--- src/sv/kvs_pkg.sv ---
// Shared types and constants for the kernel version scanner.
`timescale 1ns / 1ps

package kvs_pkg;

    localparam int WIN_BYTES     = 14;
    localparam int VALUE_BITS_DEF = 16;
    localparam int OUT_VALUE_BITS = 16;
    localparam int COUNT_BITS    = 4;
    localparam int PARTS         = 3;

    // Patterns are held with their first character in the highest byte, which
    // matches the window layout where the newest byte sits in the lowest byte.
    localparam logic [14*8-1:0] PAT_HEADER    = "Linux version ";
    localparam logic [5*8-1:0]  PAT_ARM64     = "arm64";
    localparam logic [8*8-1:0]  PAT_ARCH_ARM  = "arch/arm";
    localparam logic [9*8-1:0]  PAT_LINUX_ARM = "Linux/arm";

    localparam logic [7:0] CHAR_ZERO    = 8'h30;
    localparam logic [7:0] CHAR_NINE    = 8'h39;
    localparam logic [7:0] CHAR_DOT     = 8'h2E;
    localparam logic [7:0] CHAR_NEWLINE = 8'h0A;

    localparam logic [1:0] ARCH_NONE  = 2'd0;
    localparam logic [1:0] ARCH_ARM32 = 2'd1;
    localparam logic [1:0] ARCH_ARM64 = 2'd2;

    typedef enum logic [1:0] {
        PH_SEEK,
        PH_SCAN,
        PH_DONE
    } kvs_phase_t;

    typedef enum logic [2:0] {
        NS_IDLE,
        NS_A,
        NS_A_DOT,
        NS_B,
        NS_B_DOT,
        NS_C
    } kvs_num_state_t;

    typedef struct packed {
        logic       header_hit;
        logic [1:0] arch_next;
    } kvs_match_t;

endpackage

--- src/sv/kvs_window.sv ---
// Byte window, pattern matching and architecture flags.
`timescale 1ns / 1ps

module kvs_window (
    input  logic              aclk,
    input  logic              aresetn,
    input  logic              advance,
    input  logic [7:0]        data_byte,
    input  logic              last_byte,
    output kvs_pkg::kvs_match_t match
);
    import kvs_pkg::*;

    logic [WIN_BYTES*8-1:0] win_reg;
    logic [WIN_BYTES*8-1:0] win_next;
    logic                   seen_arm64_reg;
    logic                   seen_arm64_next;
    logic                   seen_arm32_reg;
    logic                   seen_arm32_next;
    logic                   hit_arm64;
    logic                   hit_arm32;

    // The window after this byte has been shifted in; the newest byte is lowest.
    assign win_next  = {win_reg[(WIN_BYTES-1)*8-1:0], data_byte};

    assign hit_arm64 = (win_next[5*8-1:0] == PAT_ARM64);
    assign hit_arm32 = (win_next[8*8-1:0] == PAT_ARCH_ARM) ||
                       (win_next[9*8-1:0] == PAT_LINUX_ARM);

    assign seen_arm64_next = seen_arm64_reg | hit_arm64;
    assign seen_arm32_next = seen_arm32_reg | hit_arm32;

    always_comb begin
        match.header_hit = (win_next == PAT_HEADER);
        if (seen_arm64_next) begin
            match.arch_next = ARCH_ARM64;
        end else if (seen_arm32_next) begin
            match.arch_next = ARCH_ARM32;
        end else begin
            match.arch_next = ARCH_NONE;
        end
    end

    always_ff @(posedge aclk) begin
        if (!aresetn) begin
            win_reg        <= '0;
            seen_arm64_reg <= 1'b0;
            seen_arm32_reg <= 1'b0;
        end else if (advance) begin
            if (last_byte) begin
                win_reg        <= '0;
                seen_arm64_reg <= 1'b0;
                seen_arm32_reg <= 1'b0;
            end else begin
                win_reg        <= win_next;
                seen_arm64_reg <= seen_arm64_next;
                seen_arm32_reg <= seen_arm32_next;
            end
        end
    end

endmodule

--- src/sv/kvs_number.sv ---
// Header phase control and the digits.digits.digits recogniser.
`timescale 1ns / 1ps

module kvs_number #(
    parameter int VALUE_BITS = kvs_pkg::VALUE_BITS_DEF
) (
    input  logic                          aclk,
    input  logic                          aresetn,
    input  logic                          advance,
    input  logic [7:0]                    data_byte,
    input  logic                          last_byte,
    input  logic                          header_hit,
    output logic                          found_next,
    output logic [VALUE_BITS-1:0]         val_next [kvs_pkg::PARTS],
    output logic [kvs_pkg::COUNT_BITS-1:0] cnt_next [kvs_pkg::PARTS]
);
    import kvs_pkg::*;

    localparam logic [VALUE_BITS-1:0] VALUE_MAX = {VALUE_BITS{1'b1}};
    localparam logic [COUNT_BITS-1:0] COUNT_MAX = {COUNT_BITS{1'b1}};

    typedef struct packed {
        logic       clear;
        logic       add_en;
        logic [1:0] part_sel;
        logic       set_found;
    } kvs_num_ctrl_t;

    kvs_phase_t          phase_reg, phase_next;
    kvs_num_state_t      ns_reg, ns_next;
    kvs_num_ctrl_t       ctrl;
    logic                found_reg;
    logic [VALUE_BITS-1:0] val_reg [PARTS];
    logic [COUNT_BITS-1:0] cnt_reg [PARTS];
    logic                is_digit;
    logic                is_dot;
    logic                is_nl;
    logic [3:0]          digit;

    assign is_digit = (data_byte >= CHAR_ZERO) && (data_byte <= CHAR_NINE);
    assign is_dot   = (data_byte == CHAR_DOT);
    assign is_nl    = (data_byte == CHAR_NEWLINE);
    assign digit    = is_digit ? 4'(data_byte - CHAR_ZERO) : 4'd0;

    function automatic logic [VALUE_BITS-1:0] add_digit(input logic [VALUE_BITS-1:0] v,
                                                        input logic [3:0] d);
        logic [VALUE_BITS+3:0] wide;
        begin
            wide = ({4'd0, v} << 3) + ({4'd0, v} << 1) + {{VALUE_BITS{1'b0}}, d};
            add_digit = (wide > {4'd0, VALUE_MAX}) ? VALUE_MAX : wide[VALUE_BITS-1:0];
        end
    endfunction

    // Next state.
    always_comb begin
        phase_next = phase_reg;
        ns_next    = ns_reg;
        unique case (phase_reg)
            PH_SEEK: begin
                if (header_hit) begin
                    phase_next = PH_SCAN;
                    ns_next    = NS_IDLE;
                end
            end
            PH_SCAN: begin
                if (is_nl) begin
                    phase_next = PH_DONE;
                end else begin
                    unique case (ns_reg)
                        NS_IDLE:  ns_next = is_digit ? NS_A : NS_IDLE;
                        NS_A:     ns_next = is_digit ? NS_A : (is_dot ? NS_A_DOT : NS_IDLE);
                        NS_A_DOT: ns_next = is_digit ? NS_B : NS_IDLE;
                        NS_B:     ns_next = is_digit ? NS_B : (is_dot ? NS_B_DOT : NS_IDLE);
                        NS_B_DOT: ns_next = is_digit ? NS_C : NS_IDLE;
                        NS_C: begin
                            if (!is_digit) begin
                                phase_next = PH_DONE;
                            end
                        end
                        default:  ns_next = NS_IDLE;
                    endcase
                end
            end
            default: begin
                phase_next = phase_reg;
            end
        endcase
    end

    // Datapath control for the current byte.
    always_comb begin
        ctrl = '0;
        unique case (phase_reg)
            PH_SEEK: begin
                ctrl.clear = header_hit;
            end
            PH_SCAN: begin
                if (!is_nl) begin
                    unique case (ns_reg)
                        NS_IDLE: begin
                            ctrl.clear  = is_digit;
                            ctrl.add_en = is_digit;
                        end
                        NS_A: begin
                            ctrl.add_en = is_digit;
                            ctrl.clear  = !is_digit && !is_dot;
                        end
                        NS_A_DOT: begin
                            ctrl.add_en   = is_digit;
                            ctrl.part_sel = 2'd1;
                            ctrl.clear    = !is_digit;
                        end
                        NS_B: begin
                            ctrl.add_en   = is_digit;
                            ctrl.part_sel = 2'd1;
                            ctrl.clear    = !is_digit && !is_dot;
                        end
                        NS_B_DOT: begin
                            ctrl.add_en    = is_digit;
                            ctrl.part_sel  = 2'd2;
                            ctrl.set_found = is_digit;
                            ctrl.clear     = !is_digit;
                        end
                        NS_C: begin
                            ctrl.add_en   = is_digit;
                            ctrl.part_sel = 2'd2;
                        end
                        default: begin
                            ctrl.clear = 1'b1;
                        end
                    endcase
                end
            end
            default: begin
                ctrl = '0;
            end
        endcase
    end

    // A clear comes before the add, so the first digit of a run lands on zero.
    always_comb begin
        found_next = found_reg | ctrl.set_found;
        for (int i = 0; i < PARTS; i++) begin
            val_next[i] = ctrl.clear ? '0 : val_reg[i];
            cnt_next[i] = ctrl.clear ? '0 : cnt_reg[i];
            if (ctrl.add_en && (ctrl.part_sel == 2'(i))) begin
                val_next[i] = add_digit(val_next[i], digit);
                if (cnt_next[i] != COUNT_MAX) begin
                    cnt_next[i] = cnt_next[i] + COUNT_BITS'(1);
                end
            end
        end
    end

    always_ff @(posedge aclk) begin
        if (!aresetn) begin
            phase_reg <= PH_SEEK;
            ns_reg    <= NS_IDLE;
            found_reg <= 1'b0;
            for (int i = 0; i < PARTS; i++) begin
                val_reg[i] <= '0;
                cnt_reg[i] <= '0;
            end
        end else if (advance) begin
            if (last_byte) begin
                phase_reg <= PH_SEEK;
                ns_reg    <= NS_IDLE;
                found_reg <= 1'b0;
                for (int i = 0; i < PARTS; i++) begin
                    val_reg[i] <= '0;
                    cnt_reg[i] <= '0;
                end
            end else begin
                phase_reg <= phase_next;
                ns_reg    <= ns_next;
                found_reg <= found_next;
                for (int i = 0; i < PARTS; i++) begin
                    val_reg[i] <= val_next[i];
                    cnt_reg[i] <= cnt_next[i];
                end
            end
        end
    end

endmodule

--- src/sv/kernel_version_scanner_top.sv ---
// Top level of the kernel version scanner: input stage, scan logic and result register.
`timescale 1ns / 1ps

// Feed the image one byte per transaction on the slave side, with tlast on the
// final byte. Each byte is held in an input register, and the window compares
// and the version recogniser settle between that register and the state
// registers, so a new byte is accepted in every cycle except while the input is
// held back. Only the byte marked last produces a result, which is written to the
// result register as that byte leaves the input register, and the block then
// returns to its reset state ready for the next image. The input is held back
// only while a last byte waits behind an unread result. Version parts saturate
// at 2^VALUE_BITS-1 and are presented as their low 16 bits; digit counts
// saturate at 15. When no version was found all value and count fields are zero.
module kernel_version_scanner_top #(
    parameter int VALUE_BITS = kvs_pkg::VALUE_BITS_DEF
) (
    input  logic        aclk,
    input  logic        aresetn,
    input  logic        s_tvalid,
    output logic        s_tready,
    input  logic [7:0]  s_tdata,   // [7:0] data_byte
    input  logic        s_tlast,   // last_byte
    output logic        m_tvalid,
    input  logic        m_tready,
    // [0] version_found, [16:1] major_value, [20:17] major_digits,
    // [36:21] minor_value, [40:37] minor_digits, [56:41] patch_value,
    // [60:57] patch_digits, [62:61] arch_code, [63] zero
    output logic [63:0] m_tdata
);
    import kvs_pkg::*;

    logic                  in_valid_reg, in_valid_next;
    logic [7:0]            in_byte_reg;
    logic                  in_last_reg;
    logic                  m_valid_reg, m_valid_next;
    logic [63:0]           m_data_reg, m_data_next;
    logic                  advance;
    logic                  out_free;
    kvs_match_t            match;
    logic                  found_next;
    logic [VALUE_BITS-1:0] val_next [PARTS];
    logic [COUNT_BITS-1:0] cnt_next [PARTS];
    logic [OUT_VALUE_BITS-1:0] val_out [PARTS];
    logic [COUNT_BITS-1:0] cnt_out [PARTS];

    assign out_free = !m_valid_reg || m_tready;
    assign advance  = in_valid_reg && (!in_last_reg || out_free);
    assign s_tready = !in_valid_reg || advance;

    assign in_valid_next = s_tready ? s_tvalid : in_valid_reg;

    always_ff @(posedge aclk) begin
        if (!aresetn) begin
            in_valid_reg <= 1'b0;
        end else begin
            in_valid_reg <= in_valid_next;
        end
    end

    always_ff @(posedge aclk) begin
        if (s_tready && s_tvalid) begin
            in_byte_reg <= s_tdata;
            in_last_reg <= s_tlast;
        end
    end

    kvs_window u_window (
        .aclk      (aclk),
        .aresetn   (aresetn),
        .advance   (advance),
        .data_byte (in_byte_reg),
        .last_byte (in_last_reg),
        .match     (match)
    );

    kvs_number #(
        .VALUE_BITS (VALUE_BITS)
    ) u_number (
        .aclk       (aclk),
        .aresetn    (aresetn),
        .advance    (advance),
        .data_byte  (in_byte_reg),
        .last_byte  (in_last_reg),
        .header_hit (match.header_hit),
        .found_next (found_next),
        .val_next   (val_next),
        .cnt_next   (cnt_next)
    );

    always_comb begin
        for (int i = 0; i < PARTS; i++) begin
            val_out[i] = found_next ? OUT_VALUE_BITS'(32'(val_next[i])) : '0;
            cnt_out[i] = found_next ? cnt_next[i] : '0;
        end
        m_data_next = {1'b0, match.arch_next,
                       cnt_out[2], val_out[2],
                       cnt_out[1], val_out[1],
                       cnt_out[0], val_out[0],
                       found_next};
    end

    assign m_valid_next = (advance && in_last_reg) ? 1'b1 : (m_tready ? 1'b0 : m_valid_reg);

    always_ff @(posedge aclk) begin
        if (!aresetn) begin
            m_valid_reg <= 1'b0;
        end else begin
            m_valid_reg <= m_valid_next;
        end
    end

    always_ff @(posedge aclk) begin
        if (advance && in_last_reg) begin
            m_data_reg <= m_data_next;
        end
    end

    assign m_tvalid = m_valid_reg;
    assign m_tdata  = m_data_reg;

    // A result appears only after a last byte has left the input register.
    a_result_from_last: assert property (@(posedge aclk) disable iff (!aresetn)
        !m_valid_reg ##1 m_valid_reg |-> $past(advance && in_last_reg))
        else $error("result raised without a last byte");

    // The input stalls only behind a last byte that cannot reach the result register.
    a_stall_cause: assert property (@(posedge aclk) disable iff (!aresetn)
        !s_tready |-> in_valid_reg && in_last_reg && m_valid_reg && !m_tready)
        else $error("input stalled without cause");

    a_arch_code: assert property (@(posedge aclk) disable iff (!aresetn)
        m_valid_reg |-> m_data_reg[62:61] != 2'd3)
        else $error("invalid architecture code");

    a_empty_when_not_found: assert property (@(posedge aclk) disable iff (!aresetn)
        m_valid_reg && !m_data_reg[0] |-> m_data_reg[60:1] == '0)
        else $error("version fields set without a version");

endmodule

--- config.mk ---
export PLATFORM = sky130hd
export DESIGN_NAME = kernel_version_scanner_top
export DESIGN_NICKNAME = d
export VERILOG_FILES = /design/src/sv/kvs_pkg.sv /design/src/sv/kvs_window.sv /design/src/sv/kvs_number.sv /design/src/sv/kernel_version_scanner_top.sv
export SDC_FILE = /design/constraint.sdc
export NUM_CORES = 1
export LEC_CHECK = 0
export ABC_AREA = 0
export BUFFER_PORTS_ARGS = -buffer_cell sky130_fd_sc_hd__buf_4
export CORE_ASPECT_RATIO = 1.75
export CORE_MARGIN = 2
export CORE_UTILIZATION = 50
export DETAILED_ROUTE_END_ITERATION = 8
export PLACE_DENSITY = 0.74
export SLEW_MARGIN = 20
export SYNTH_ARGS = -nofsm -noshare
export SYNTH_HDL_FRONTEND = slang
export SYNTH_SLANG_ARGS = --single-unit
export TNS_END_PERCENT = 1
--- constraint.sdc ---
create_clock -name aclk -period 8.05 [get_ports aclk]
set_input_delay 1.2075 -clock aclk [delete_from_list [all_inputs] [get_ports aclk]]
set_output_delay 1.2075 -clock aclk [all_outputs]
set_load 0.02 [all_outputs]
==> results.json <==
{
  "status": "completed",
  "ys_types": 70,
  "arrival_ns": 7.08,
  "crit_type": "reg2reg",
  "dp_hpwl_um": 23000,
  "via_per_inst": 6.21,
  "die_area_mm2": 0.0278,
  "finalSetupViolations": 0,
  "yosysWarnings": 0,
  "p_per_area_mw_per_mm2": 191,
  "p_total_w": 0.00283,
  "crit_chain": "or3_4 -> nor4_1 -> nor2_1 -> o31a_1 -> nor2b_4 -> buf_4 -> and2_1 -> inv_1 -> fa_1 -> inv_1 -> fa_1 -> a21o_1 -> a21oi_1 -> o211a_1 -> o31ai_1 -> and2_1 -> a41oi_2 -> a211oi_1 -> nor3_1",
  "cp_slowest_cell": "a41oi_2",
  "die_x_um": 127,
  "final_max_slew_viol_count": 0,
  "grt_max_degree": 105,
  "drc": 0,
  "wl_per_cell_um": 19.8,
  "hp-class": "reg2reg",
  "cts_sinks": 246,
  "grt_pass1_vias": 10105,
  "cts_hold_buf": 0,
  "relSlewSlack_pct": 24.5,
  "cpPeakStageDelay_ns": 0.86,
  "dpl_worst_slack_ns": 1.38,
  "antenna_found_initial": 0,
  "setup_slack_ns": 1.34,
  "vias": 10194,
  "syn_inst": 1262,
  "cts_root_buffer": "clkbuf_16",
  "skew_ns": 0.0299,
  "grt_pass1_wl_um": 51800,
  "period_share_pct": 83.4,
  "power.static_leakage_nw": 6.03,
  "grtUsageTotal_pct": 23.2,
  "largest_reg_flops": 104,
  "cts_resized": 0,
  "avgSynthCellArea_um2": 10.5,
  "required_ns": 8.41,
  "globalRouteOverflowTotal": 0,
  "numCtsBuffers": 25,
  "cap_viol_max_count": 0,
  "drive_gt1_share_pct": 12.3,
  "io_buffers": 77,
  "die_h_um": 219,
  "core-area_mm2": 0.0260,
  "r2r_slack_ns": 1.34,
  "finalCriticalPeriod_ns": 6.71,
  "worstPathMaxFanout": 69,
  "routed_wirelength_um": 32600,
  "clock.fmax_mhz": 149,
  "rsz0062_at_grt": "false",
  "synth-edff-count": 132,
  "final_nets": 1418,
  "initial_core_util_pct": 51.0,
  "gp_congestion": 0.907,
  "ys_ff_latch": 246,
  "detail-route-antenna-nets": 0,
  "peakVddDrop_uv": 176,
  "startpoint_type": "flip-flop",
  "cts_setup_buffers": 0,
  "final_common_cell": "edfxtp_1",
  "syn_nets": 1377,
  "netlist_area_mm2": 0.0132,
  "clk_path_buf_depth": 3,
  "pin_count": 79,
  "n_antenna_cell": 0,
  "path_clk_slew_ns": 0.06,
  "synthArstFlopShare_pct": 0,
  "hold_violations": 0,
  "endpoint_kind": "flip-flop",
  "tns_ns": 0,
  "synth_seq_area_share_pct": 47.2,
  "area_delta_synth_final_pct": 12.1,
  "cts_tree": "done",
  "rows": 78,
  "clkLatencyLatePin_ns": 0.55,
  "tightest_slew_ns": 1.13,
  "htree_num_levels": 1,
  "first_iter_violations": 837,
  "drtPass1Iterations": 8,
  "final_cell_mix": "edfxtp_1 (132), dfxtp_1 (114), a22o_1 (105), ha_1 (96)",
  "synth_flop_cell": "edfxtp_1"
}
[worst max-delay path: cells and delay by family (launching register included)]
kind / cells / cell delay (ns)
adder cells (fa/ha/maj): 2 / 0.99
buffers and inverters: 3 / 0.74
AO/OA/AOI/OAI: 7 / 2.08
AND/OR/NAND/NOR: 7 / 2.17
flip-flops: 1 / 0.50
[stage by stage]
| step | cell area (um2) | utilization, % | cells | hold WS (ns) |
|---|---|---|---|---|
| final | 14800 | 57.2 | 1642 | 0.485 |
| after global routing | 14800 | 57.2 | 1642 | 0.499 |
| after CTS | 14800 | 57.2 | 1642 | 0.484 |
| after detailed placement | 14000 | 54.0 | 1596 | 0.464 |
| after global placement | 14000 | 54.0 | 1596 | 0.459 |
| after floorplan | 13200 | - | 1262 | 0.440 |
[final timing paths]
check / startpoint / to / cells after the start
max: in_byte_reg[0] / u_number.val_reg[0][33] / 19
min: u_window.win_reg[102] / u_window.win_reg[102] / 1
max reg2reg: in_byte_reg[0] / u_number.val_reg[0][33] / 19
min reg2reg: u_window.win_reg[102] / u_window.win_reg[102] / 1
[layer usage]
layer	vias to the layer above	global-route usage (%)	wire length, um
met3	79	2.73	1330
met4	0	9.41	1210
met5	-	0	0
met2	273	44.6	17800
li1	4850	-	-
met1	4992	25.4	12200
[synthesized netlist by cell type (9+ instances only)]
library cell  number  share of area, %
edfxtp_1         132                30
dfxtp_1          114                17
a22o_1           105               6.9
ha_1              96               9.1
nor2_1            86               2.4
nand2_1           82               2.3
and2_1            69               3.3
a21oi_1           66               2.5
nor3_1            59               2.2
clkbuf_1          54               1.5
inv_1             33              0.94
a21o_1            32               1.8
o21ai_0           30               1.1
a211oi_1          25               1.4
a31oi_1           25               1.2
xnor2_1           22               1.5
nand3_1           18              0.68
nand4_1           14              0.66
and3_1            12              0.57
xor2_1            11              0.73
nor2b_1           10              0.47
a211oi_2           9              0.85
buf_2              9              0.34
[power breakdown]
part | internal [W] | switching (W)
clock network | 0.000671 | 0.000486
logic | 0.000110 | 0.000200
registers | 0.00135 | 0.0000179
total | 0.00213 | 0.000704
[cell families (layout without fill, tap and decap cells)]
group | count (synthesis) | after routing | synth area share, %
AOI/OAI and AO/OA | 353 | 353 | 20.1
xor gates and xnor gates | 33 | 33 | 2.18
adders and majority gates | 102 | 102 | 9.98
buffers and inverters | 105 | 165 | 3.15
DFF | 246 | 246 | 47.2
muxes | 7 | 7 | 0.548
other | 1 | 1 | 0.0283
and+or+nand+nor | 415 | 415 | 16.8
[layout make-up]
type	count	area, um2
Sequential cell	246	6250
Timing Repair Buffer	86	646
Clock inverter	4	28.8
Fill cell	2189	11100
Multi-Input combinational cell	911	6610
Clock buffer	42	793
Tap cell	320	400
Inverter	33	124
No activity file was read; power rests on OpenSTA's default activity.
